**src/kdcs_pkg.sv**
```systemverilog
`timescale 1ns / 1ps
// ----------------------------------------------------------------------------
// kdcs_pkg
// Shared types, codes and fixed-point helpers for the cursor subdivider core.
// ----------------------------------------------------------------------------
package kdcs_pkg;

  // Q1.15 values, 1.0 = 32768
  typedef logic [15:0] q15_t;
  localparam q15_t Q_ONE  = 16'h8000;
  localparam q15_t Q_HALF = 16'h4000;

  // Opcodes
  localparam logic [2:0] OP_TICK  = 3'd0;
  localparam logic [2:0] OP_MOVE  = 3'd1;
  localparam logic [2:0] OP_RESET = 3'd2;
  localparam logic [2:0] OP_LOCAL = 3'd3;
  localparam logic [2:0] OP_DANCE = 3'd4;

  // Configuration register indexes
  localparam int CFG_IDX_W = 3;
  localparam logic [CFG_IDX_W-1:0] CFG_STRIDE_GAIN = 3'd0;
  localparam logic [CFG_IDX_W-1:0] CFG_SHRINK_GAIN = 3'd1;
  localparam logic [CFG_IDX_W-1:0] CFG_MIN_SCALE   = 3'd2;
  localparam logic [CFG_IDX_W-1:0] CFG_LOCAL_SCALE = 3'd3;
  localparam logic [CFG_IDX_W-1:0] CFG_STEP_LENGTH = 3'd4;

  // Register reset values
  localparam q15_t RST_STRIDE_GAIN = 16'd16384;
  localparam q15_t RST_SHRINK_GAIN = 16'd16384;
  localparam q15_t RST_MIN_SCALE   = 16'd328;
  localparam q15_t RST_LOCAL_SCALE = 16'd4096;
  localparam logic [15:0] RST_STEP_LENGTH = 16'd100;

  // Last ring step of the animation
  localparam logic [15:0] RING_LAST = 16'd8;

  // Direction codes (2-bit signed)
  localparam logic [1:0] DIR_Z = 2'b00;
  localparam logic [1:0] DIR_P = 2'b01;
  localparam logic [1:0] DIR_N = 2'b11;

  // Divider length
  localparam int DIV_W = 16;
  localparam int CNT_W = $clog2(DIV_W + 1);

  // What the result word carries
  typedef enum logic [1:0] {
    RES_NONE,
    RES_KEY,
    RES_TICK
  } res_kind_t;

  // Controller to datapath
  typedef struct packed {
    logic      load;          // latch input word
    logic      mul_start;     // product <= step * factor
    logic      mul_rescale;   // factor select: rescale instead of move
    logic      div_start;     // start elapsed / step_length
    logic      apply_move;    // update cursor from product
    logic      apply_step;    // update step size from product
    logic      apply_reset;
    logic      apply_local;
    logic      apply_dance;
    logic      out_load;      // load the result register
    res_kind_t res_kind;
  } kdcs_cmd_t;

  // Datapath to controller
  typedef struct packed {
    logic [2:0] opcode;
    logic       pressed;
    logic       anim_active;
    logic       div_done;
    logic       out_free;
  } kdcs_status_t;

  typedef struct packed {
    logic [1:0] dx;
    logic [1:0] dy;
  } ring_t;

  // 8-direction ring, starting and ending at up
  function automatic ring_t ring_dir(logic [3:0] q);
    ring_t r;
    case (q)
      4'd0:    r = '{dx: DIR_Z, dy: DIR_N};
      4'd1:    r = '{dx: DIR_P, dy: DIR_N};
      4'd2:    r = '{dx: DIR_P, dy: DIR_Z};
      4'd3:    r = '{dx: DIR_P, dy: DIR_P};
      4'd4:    r = '{dx: DIR_Z, dy: DIR_P};
      4'd5:    r = '{dx: DIR_N, dy: DIR_P};
      4'd6:    r = '{dx: DIR_N, dy: DIR_Z};
      4'd7:    r = '{dx: DIR_N, dy: DIR_N};
      4'd8:    r = '{dx: DIR_Z, dy: DIR_N};
      default: r = '{dx: DIR_Z, dy: DIR_Z};
    endcase
    return r;
  endfunction

  // pos +/- round(prod * |dir| / 32768), clamped to 0..1.0
  function automatic q15_t axis_move(q15_t pos, logic [31:0] prod, logic [1:0] dir);
    logic [32:0] mag;
    logic [33:0] sum;
    logic [18:0] delta;
    logic [19:0] up;
    q15_t        r;
    case (dir)
      2'b01, 2'b11: mag = {1'b0, prod};
      2'b10:        mag = {prod, 1'b0};
      default:      mag = '0;
    endcase
    sum   = {1'b0, mag} + 34'(Q_HALF);
    delta = sum[33:15];
    up    = {4'b0, pos} + {1'b0, delta};
    if (dir[1]) begin
      if ({3'b0, pos} < delta) r = '0;
      else r = pos - delta[15:0];
    end else begin
      if (up > 20'(Q_ONE)) r = Q_ONE;
      else r = up[15:0];
    end
    return r;
  endfunction

endpackage

```
**src/key_driven_cursor_subdivider_core.sv**
```systemverilog
`timescale 1ns / 1ps
// ----------------------------------------------------------------------------
// key_driven_cursor_subdivider_core
// Keyboard-driven absolute pointer with step subdivision and ring preview.
// ----------------------------------------------------------------------------
// Usage:
//   in_*  : one word per key event or timer tick. tuser = opcode, pressed;
//           tdata = dir_x, dir_y, now_time.
//   out_* : exactly one result word per input word, in order.
//   cfg_* : register writes (index 0..4), always ready; write only while the
//           core is idle.
// Sequencing: one word at a time. Reset, local, idle-tick and pass-through
//   words go from decode straight to the result register; a move press makes
//   two passes through the shared multiplier and a tick during the animation
//   runs a serial divide of elapsed/step_length first. The next word is taken
//   on the cycle after the result is loaded.
// Reset (rst_n low, synchronous): cursor and step go to one half, animation
//   stops, registers return to their defaults, no result is pending.
// Back-pressure: a result holds in the output register while out_tready is
//   low; the core still accepts and works on the next word, and waits only
//   when that word's result is ready to load.
// ----------------------------------------------------------------------------
module key_driven_cursor_subdivider_core
  import kdcs_pkg::*;
(
  input  logic                 clk,
  input  logic                 rst_n,
  // input stream
  input  logic                 in_tvalid,
  output logic                 in_tready,
  input  logic [23:0]          in_tdata,   // dir_x[1:0], dir_y[3:2], now_time[19:4], zeros
  input  logic [3:0]           in_tuser,   // opcode[2:0], pressed[3]
  // result stream
  output logic                 out_tvalid,
  input  logic                 out_tready,
  output logic [39:0]          out_tdata,  // pos_x[15:0], pos_y[31:16], in_range_set[32],
                                           // key_consumed[33], animating[34], zeros
  output logic [0:0]           out_tuser,  // position_sent[0]
  // config writes
  input  logic                 cfg_valid,
  output logic                 cfg_ready,
  input  logic [CFG_IDX_W-1:0] cfg_index,
  input  logic [15:0]          cfg_data
);

  kdcs_cmd_t    cmd;
  kdcs_status_t status;
  logic         position_sent, in_range_set, key_consumed, animating;
  q15_t         pos_x, pos_y;

  assign cfg_ready = 1'b1;

  kdcs_ctrl u_ctrl (
    .clk       (clk),
    .rst_n     (rst_n),
    .in_tvalid (in_tvalid),
    .in_tready (in_tready),
    .status    (status),
    .cmd       (cmd)
  );

  kdcs_datapath u_dp (
    .clk           (clk),
    .rst_n         (rst_n),
    .cfg_we        (cfg_valid & cfg_ready),
    .cfg_index     (cfg_index),
    .cfg_data      (cfg_data),
    .opcode        (in_tuser[2:0]),
    .pressed       (in_tuser[3]),
    .dir_x         (in_tdata[1:0]),
    .dir_y         (in_tdata[3:2]),
    .now_time      (in_tdata[19:4]),
    .out_tready    (out_tready),
    .out_tvalid    (out_tvalid),
    .position_sent (position_sent),
    .pos_x         (pos_x),
    .pos_y         (pos_y),
    .in_range_set  (in_range_set),
    .key_consumed  (key_consumed),
    .animating     (animating),
    .cmd           (cmd),
    .status        (status)
  );

  // Result word packing
  assign out_tdata = {5'b0, animating, key_consumed, in_range_set, pos_y, pos_x};
  assign out_tuser = position_sent;

endmodule

```
**src/kdcs_ctrl.sv**
```systemverilog
`timescale 1ns / 1ps
// ----------------------------------------------------------------------------
// kdcs_ctrl
// Sequencer: decodes each accepted word and steps the datapath through it.
// ----------------------------------------------------------------------------
module kdcs_ctrl
  import kdcs_pkg::*;
(
  input  logic         clk,
  input  logic         rst_n,
  input  logic         in_tvalid,
  output logic         in_tready,
  input  kdcs_status_t status,
  output kdcs_cmd_t    cmd
);

  typedef enum logic [2:0] {
    S_IDLE,
    S_DECODE,
    S_MOVE_A,
    S_MOVE_B,
    S_DIV,
    S_FIN
  } state_t;

  state_t    state_r, state_nxt;
  res_kind_t kind_r, kind_nxt;

  // Next state and commands
  always_comb begin
    state_nxt    = state_r;
    kind_nxt     = kind_r;
    cmd          = '0;
    cmd.res_kind = kind_r;
    in_tready    = 1'b0;
    case (state_r)
      S_IDLE: begin
        in_tready = 1'b1;
        if (in_tvalid) begin
          cmd.load  = 1'b1;
          state_nxt = S_DECODE;
        end
      end
      S_DECODE: begin
        kind_nxt  = RES_NONE;
        state_nxt = S_FIN;
        case (status.opcode)
          OP_TICK: begin
            if (status.anim_active) begin
              cmd.mul_start = 1'b1;
              cmd.div_start = 1'b1;
              kind_nxt      = RES_TICK;
              state_nxt     = S_DIV;
            end
          end
          OP_MOVE: begin
            if (status.pressed) begin
              cmd.mul_start = 1'b1;
              kind_nxt      = RES_KEY;
              state_nxt     = S_MOVE_A;
            end
          end
          OP_RESET: begin
            if (status.pressed) begin
              cmd.apply_reset = 1'b1;
              kind_nxt        = RES_KEY;
            end
          end
          OP_LOCAL: begin
            if (status.pressed) begin
              cmd.apply_local = 1'b1;
              kind_nxt        = RES_KEY;
            end
          end
          OP_DANCE: begin
            cmd.apply_dance = status.pressed;
          end
          default: begin
            kind_nxt = RES_NONE;
          end
        endcase
      end
      S_MOVE_A: begin
        // cursor from step*stride gain, then start step*shrink gain
        cmd.apply_move  = 1'b1;
        cmd.mul_start   = 1'b1;
        cmd.mul_rescale = 1'b1;
        state_nxt       = S_MOVE_B;
      end
      S_MOVE_B: begin
        cmd.apply_step = 1'b1;
        state_nxt      = S_FIN;
      end
      S_DIV: begin
        if (status.div_done) state_nxt = S_FIN;
      end
      S_FIN: begin
        if (status.out_free) begin
          cmd.out_load = 1'b1;
          state_nxt    = S_IDLE;
        end
      end
      default: begin
        state_nxt = S_IDLE;
      end
    endcase
  end

  // State and registered outputs
  always_ff @(posedge clk) begin
    if (!rst_n) begin
      state_r <= S_IDLE;
      kind_r  <= RES_NONE;
    end else begin
      state_r <= state_nxt;
      kind_r  <= kind_nxt;
    end
  end

endmodule

```
**src/kdcs_datapath.sv**
```systemverilog
`timescale 1ns / 1ps
// ----------------------------------------------------------------------------
// kdcs_datapath
// Config registers, cursor state, shared multiplier, serial divider and the
// result register.
// ----------------------------------------------------------------------------
module kdcs_datapath
  import kdcs_pkg::*;
(
  input  logic                 clk,
  input  logic                 rst_n,
  // config writes
  input  logic                 cfg_we,
  input  logic [CFG_IDX_W-1:0] cfg_index,
  input  logic [15:0]          cfg_data,
  // input word fields
  input  logic [2:0]           opcode,
  input  logic                 pressed,
  input  logic [1:0]           dir_x,
  input  logic [1:0]           dir_y,
  input  logic [15:0]          now_time,
  // result
  input  logic                 out_tready,
  output logic                 out_tvalid,
  output logic                 position_sent,
  output q15_t                 pos_x,
  output q15_t                 pos_y,
  output logic                 in_range_set,
  output logic                 key_consumed,
  output logic                 animating,
  // control
  input  kdcs_cmd_t            cmd,
  output kdcs_status_t         status
);

  // Config
  q15_t        stride_gain_r, shrink_gain_r, min_scale_r, local_scale_r;
  logic [15:0] step_length_r;

  // Block state
  q15_t        cursor_x_r, cursor_y_r, step_r;
  logic        anim_r;
  logic [15:0] start_r;

  // Latched word
  logic [2:0]  op_r;
  logic        pressed_r;
  logic [1:0]  dx_r, dy_r;
  logic [15:0] now_r;

  // Arithmetic
  logic [31:0]      prod_r;
  logic [DIV_W-1:0] rem_r, quo_r, rem_nxt, quo_nxt;
  logic [CNT_W-1:0] cnt_r;
  logic [DIV_W:0]   div_shift;
  logic [DIV_W+1:0] div_trial;

  // Result register
  logic        out_valid_r, sent_r, inr_r, cons_r, anim_out_r;
  q15_t        px_r, py_r;

  // Derived values
  q15_t        mv_x, mv_y, step_nxt, local_cl, tick_x, tick_y;
  logic [32:0] step_sum;
  logic [17:0] step_q, step_fl;
  logic        beyond;
  ring_t       ring;

  // Config register writes
  always_ff @(posedge clk) begin
    if (!rst_n) begin
      stride_gain_r <= RST_STRIDE_GAIN;
      shrink_gain_r <= RST_SHRINK_GAIN;
      min_scale_r   <= RST_MIN_SCALE;
      local_scale_r <= RST_LOCAL_SCALE;
      step_length_r <= RST_STEP_LENGTH;
    end else if (cfg_we) begin
      case (cfg_index)
        CFG_STRIDE_GAIN: stride_gain_r <= cfg_data;
        CFG_SHRINK_GAIN: shrink_gain_r <= cfg_data;
        CFG_MIN_SCALE:   min_scale_r   <= cfg_data;
        CFG_LOCAL_SCALE: local_scale_r <= cfg_data;
        CFG_STEP_LENGTH: step_length_r <= cfg_data;
        default: ;
      endcase
    end
  end

  // Input word latch
  always_ff @(posedge clk) begin
    if (cmd.load) begin
      op_r      <= opcode;
      pressed_r <= pressed;
      dx_r      <= dir_x;
      dy_r      <= dir_y;
      now_r     <= now_time;
    end
  end

  // Shared 16x16 multiplier, registered
  always_ff @(posedge clk) begin
    if (cmd.mul_start) begin
      prod_r <= 32'(step_r) * 32'(cmd.mul_rescale ? shrink_gain_r : stride_gain_r);
    end
  end

  // Cursor moves and step update
  assign mv_x     = axis_move(cursor_x_r, prod_r, dx_r);
  assign mv_y     = axis_move(cursor_y_r, prod_r, dy_r);
  assign step_sum = {1'b0, prod_r} + 33'(Q_HALF);
  assign step_q   = step_sum[32:15];
  assign step_fl  = (step_q < {2'b0, min_scale_r}) ? {2'b0, min_scale_r} : step_q;
  assign step_nxt = (step_fl > 18'(Q_ONE)) ? Q_ONE : step_fl[15:0];
  assign local_cl = (local_scale_r > Q_ONE) ? Q_ONE : local_scale_r;

  always_ff @(posedge clk) begin
    if (!rst_n) begin
      cursor_x_r <= Q_HALF;
      cursor_y_r <= Q_HALF;
      step_r     <= Q_HALF;
      anim_r     <= 1'b0;
      start_r    <= '0;
    end else begin
      if (cmd.apply_move) begin
        cursor_x_r <= mv_x;
        cursor_y_r <= mv_y;
        anim_r     <= 1'b0;
      end
      if (cmd.apply_step) step_r <= step_nxt;
      if (cmd.apply_reset) begin
        cursor_x_r <= Q_HALF;
        cursor_y_r <= Q_HALF;
        step_r     <= Q_HALF;
        anim_r     <= 1'b0;
      end
      if (cmd.apply_local) begin
        step_r <= local_cl;
        anim_r <= 1'b0;
      end
      if (cmd.apply_dance) begin
        start_r <= now_r;
        anim_r  <= 1'b1;
      end
      // animation ends once the ring is done
      if (cmd.out_load && cmd.res_kind == RES_TICK && beyond) anim_r <= 1'b0;
    end
  end

  // Restoring divider, one quotient bit per cycle
  assign div_shift = {rem_r, quo_r[DIV_W-1]};
  assign div_trial = {1'b0, div_shift} - {2'b0, step_length_r};

  always_comb begin
    if (div_trial[DIV_W+1]) begin
      rem_nxt = div_shift[DIV_W-1:0];
      quo_nxt = {quo_r[DIV_W-2:0], 1'b0};
    end else begin
      rem_nxt = div_trial[DIV_W-1:0];
      quo_nxt = {quo_r[DIV_W-2:0], 1'b1};
    end
  end

  always_ff @(posedge clk) begin
    if (!rst_n) begin
      cnt_r <= '0;
    end else if (cmd.div_start) begin
      cnt_r <= CNT_W'(DIV_W);
    end else if (cnt_r != '0) begin
      cnt_r <= cnt_r - CNT_W'(1);
    end
  end

  always_ff @(posedge clk) begin
    if (cmd.div_start) begin
      rem_r <= '0;
      quo_r <= now_r - start_r;
    end else if (cnt_r != '0) begin
      rem_r <= rem_nxt;
      quo_r <= quo_nxt;
    end
  end

  // Tick position along the ring; past the last step the lookup gives no move
  assign beyond = (step_length_r == '0) || (quo_r > RING_LAST);
  assign ring   = ring_dir(beyond ? 4'hF : quo_r[3:0]);
  assign tick_x = axis_move(cursor_x_r, prod_r, ring.dx);
  assign tick_y = axis_move(cursor_y_r, prod_r, ring.dy);

  // Result register
  always_ff @(posedge clk) begin
    if (!rst_n) begin
      out_valid_r <= 1'b0;
    end else if (cmd.out_load) begin
      out_valid_r <= 1'b1;
    end else if (out_tready) begin
      out_valid_r <= 1'b0;
    end
  end

  always_ff @(posedge clk) begin
    if (cmd.out_load) begin
      case (cmd.res_kind)
        RES_KEY: begin
          sent_r     <= 1'b1;
          px_r       <= cursor_x_r;
          py_r       <= cursor_y_r;
          inr_r      <= 1'b1;
          cons_r     <= 1'b1;
          anim_out_r <= anim_r;
        end
        RES_TICK: begin
          sent_r     <= 1'b1;
          px_r       <= tick_x;
          py_r       <= tick_y;
          inr_r      <= 1'b0;
          cons_r     <= 1'b0;
          anim_out_r <= anim_r & ~beyond;
        end
        default: begin
          sent_r     <= 1'b0;
          px_r       <= '0;
          py_r       <= '0;
          inr_r      <= 1'b0;
          cons_r     <= 1'b0;
          anim_out_r <= anim_r;
        end
      endcase
    end
  end

  assign out_tvalid    = out_valid_r;
  assign position_sent = sent_r;
  assign pos_x         = px_r;
  assign pos_y         = py_r;
  assign in_range_set  = inr_r;
  assign key_consumed  = cons_r;
  assign animating     = anim_out_r;

  // Status back to the controller
  assign status.opcode      = op_r;
  assign status.pressed     = pressed_r;
  assign status.anim_active = anim_r;
  assign status.div_done    = (cnt_r == '0);
  assign status.out_free    = ~out_valid_r | out_tready;

endmodule

```
**config.mk**
```make
export PLATFORM = sky130hd
export DESIGN_NAME = key_driven_cursor_subdivider_core
export DESIGN_NICKNAME = d
export VERILOG_FILES = /design/src/kdcs_pkg.sv /design/src/key_driven_cursor_subdivider_core.sv /design/src/kdcs_ctrl.sv /design/src/kdcs_datapath.sv
export SDC_FILE = /design/constraint.sdc
export NUM_CORES = 2
export LEC_CHECK = 0
export BUFFER_PORTS_ARGS = -buffer_cell sky130_fd_sc_hd__buf_4
export CELL_PAD_IN_SITES_DETAIL_PLACEMENT = 2
export CELL_PAD_IN_SITES_GLOBAL_PLACEMENT = 2
export CORE_MARGIN = 10
export CORE_UTILIZATION = 40
export DETAILED_ROUTE_END_ITERATION = 6
export PLACE_DENSITY = 0.89
export SLEW_MARGIN = 20
export SYNTH_ARGS = -nofsm -noshare
export SYNTH_HDL_FRONTEND = slang
export SYNTH_SLANG_ARGS = --single-unit
```
**constraint.sdc**
```tcl
create_clock -name clk -period 9.9 [get_ports clk]
set_input_delay 1.98 -clock clk [delete_from_list [all_inputs] [get_ports clk]]
set_output_delay 1.98 -clock clk [all_outputs]
set_load 0.01 [all_outputs]
```
==> results.md <==
* Status: finished clean
* First-pass GRT wire length at ~200000 µm
* WL final at 130000 µm
* Die W at 291.3 µm
* Vias/cell at 6.101
* Highest Clock Rate at 0.1087 GHz
* Initial Utilization at 40.34%
* Clock skew at 24.36 ps
* Final Net Count at slightly above 4000
* P_leak at between 10 and 15 nW
* Reg2Reg Depth at 24
* First-pass DRT Iterations at 6
* Async set-reset flop share out of synthesis at 0%
* Hold Crit Start: u_dp.stride_gain_r[3]$_SDFFE_PN0P_
* Hold path depth at 2
* CTS buffer count at 31
* Synth top area cells: fa_1 14%, ha_1 12%, dfxtp_1 12%
* Max reg flops at 19
* Routability cong. at 0.8606
* Final worst-path cycle share at 92.91%
* Pwr Total at 3.875 mW
* CP endpoint kind: register
* Worst hold endpoint: u_dp.stride_gain_r[3]$_SDFFE_PN0P_
* M3 GR Usage at 4.252%
* Final setup violation count at 0
* Initial antenna violation count at 2
* Slew Limit Fails at 0
* Synthesis Warnings at 0
* Port bufs at 85
* GR Layer Usage met1 at between 30% and 40%
* CTS root buffer: clkbuf_16
* H-tree level count at 1
* Layout fillers at slightly above 8000
* Layout cells sized above 1 at 6.418%
* Hold crit path type: reg2reg
* Max Cap Viol at 0
* Type of the worst setup path: reg2reg
* FF-to-FF setup slack at about 700 ps
* # DRC at 0
* Critical R2R Launch: u_ctrl.state_r[1]$_SDFFE_PN0P_
* Seq cells post-synth at 266
* Most frequent cells in the layout: 593 x nand2_1, 407 x inv_1, 284 x ha_1
* Most common cell after layout, fill and taps aside: nand2_1
* Synthesized instance count at about 3600
* Yosys cell types at 106
* Placed instance area at 30740 µm²
* CTS tree: done
* Worst slew margin at 23.67%
* Total global-route track usage at 29.50%
* Crit start category: register
* Die Ht at 291.3 µm
* CTS Sinks at 266
* Met2 GRT Util at 52.20%
* Detail Route Antenna Nets at 0
* Pin count of the biggest net entering global routing at between 90 and 100
* Worst-case vdd ir drop at 0.1260 mV
* Largest area contributor in the netlist: fa_1
* GR peak layer: met2
* RSZ-0062 raised after global routing: no
* Post-route cell area at approximately 32000 µm²
* Core Region at 72960 µm²
* EDFF count, synth at 94
* Top reg by flops: u_dp.prod_r
* DP Wirelength at 87810 µm
* DR vias at around 28000
* Clk slew on worst S/H paths at 60 ps
* Worst r2r dst: u_dp.prod_r[30]$_DFFE_PP_
* Number of global-route vias before repair at roughly 32000
* CP required at 10260 ps
* Pwr/cell area at 121.7 nW/µm²
* Drt wl/cell at 28.51 µm
* Least-Margin Pin Slew at 1145 ps
* DR iter-0 viols at 2055
* Min Hold Slack at ~500 ps
* Syn Std Cell Area at 29430 µm²
* Main synth FF type: dfxtp_1
* Post-Syn Area per Cell at ~8 µm²
* Seq/Total Area, Yosys at 21.29%
* Post-CTS sizing at 0
* Overflow after GRT at 0
* TNS Setup at 0 ps
* Final hold vios at 0
* Synth-to-Final Area Change at 8.149%
* Io pins at between 90 and 100
* FP Rows at 99
* Die area at 84830 µm²
* Max Buffers Root-to-Sink at 3
* Number of setup buffers added after CTS at 0
* Worst skew pair latency at roughly 620 ps
* Worst path arrival time at 9560 ps
* Fin util at 43.63%
* Share of the synthesized area in the top cell type at about 14%
* Crit path max fanout at 16
* Hold buffer count at cts at 0
* Post-route minimum period at 9198 ps
routing by layer:
layer | wire length (µm) | share of wire (%)
met4 | 8813 | 6.8
met5 | 0 | 0
met1 | 49280 | 38
met3 | 7003 | 5.4
met2 | 64880 | 50
report_power, final:
group	internal, mW	switching, mW
sequential	1.27	0.141
combinational	0.440	0.770
clock	0.698	0.551
metrics by stage:
stage          setup slack [ps]  std cells
4_1_cts                    1046       4557
6_report                  701.9       4560
5_1_grt                   416.5       4559
2_1_floorplan              2515       3616
3_3_place_gp               1768       4500
3_5_place_dp               1401       4500
final cells by class:
class,count,area [µm²],area share [%]
inverters,407,1528,4.800
clock buffers,47,927.1,2.913
repair buffers,118,893.4,2.807
flip-flops and latches,266,6266,19.69
multi-input cells,2751,20890,65.63
well taps,959,1200,3.770
clock inverters,10,120.1,0.3774
diodes,2,5.005,0.01572
cell usage after synthesis (all sizes together) (55+ instances only):
cell type	n
o21ai	187
nand3	55
nor3	63
and2	118
xnor2	122
a21oi	159
xor2	69
a21boi	108
clkbuf	143
ha	284
nor2	197
fa	203
nand2	595
dfxtp	172
inv	407
edfxtp	94
cell families after synthesis:
logic type	count (synthesis)	share of synthesized area (%)
compound gates	765	17.38
xor+xnor	191	5.709
fa+ha+maj	487	25.88
simple gates	1259	20.23
buf+inv	599	8.001
other cells	2	0.02552
mux	43	1.479
flops	266	21.29
critical path, stage by stage, from the launching register on:
cell,delay (ps)
dfxtp_1,560
nor3b_2,360
buf_4,300
nand2_1,90
nand2_1,630
nand2_1,420
fa_1,800
inv_1,240
fa_1,610
fa_1,570
inv_1,70
fa_1,540
inv_1,70
fa_1,520
fa_1,520
ha_1,380
and3_1,220
a21oi_1,170
o21ai_0,180
o21ai_1,330
a311oi_1,240
o21a_1,270
o21ai_0,470
a21oi_1,190
xor2_1,180
worst max-delay path by stage:
stage                                    from                   endpoint  slack, ps  cells past startpoint
3_5_place_dp   u_ctrl.state_r[1]$_SDFFE_PN0P_  u_dp.prod_r[29]$_DFFE_PP_       1400                     23
3_3_place_gp   u_ctrl.state_r[1]$_SDFFE_PN0P_  u_dp.prod_r[30]$_DFFE_PP_       1770                     23
5_1_grt        u_ctrl.state_r[1]$_SDFFE_PN0P_  u_dp.prod_r[30]$_DFFE_PP_        420                     24
6_report       u_ctrl.state_r[1]$_SDFFE_PN0P_  u_dp.prod_r[30]$_DFFE_PP_        700                     24
2_1_floorplan  u_ctrl.state_r[1]$_SDFFE_PN0P_  u_dp.prod_r[30]$_DFFE_PP_       2510                     28
4_1_cts        u_ctrl.state_r[1]$_SDFFE_PN0P_  u_dp.prod_r[30]$_DFFE_PP_       1050                     26
No activity file was read; power rests on OpenSTA's default activity.
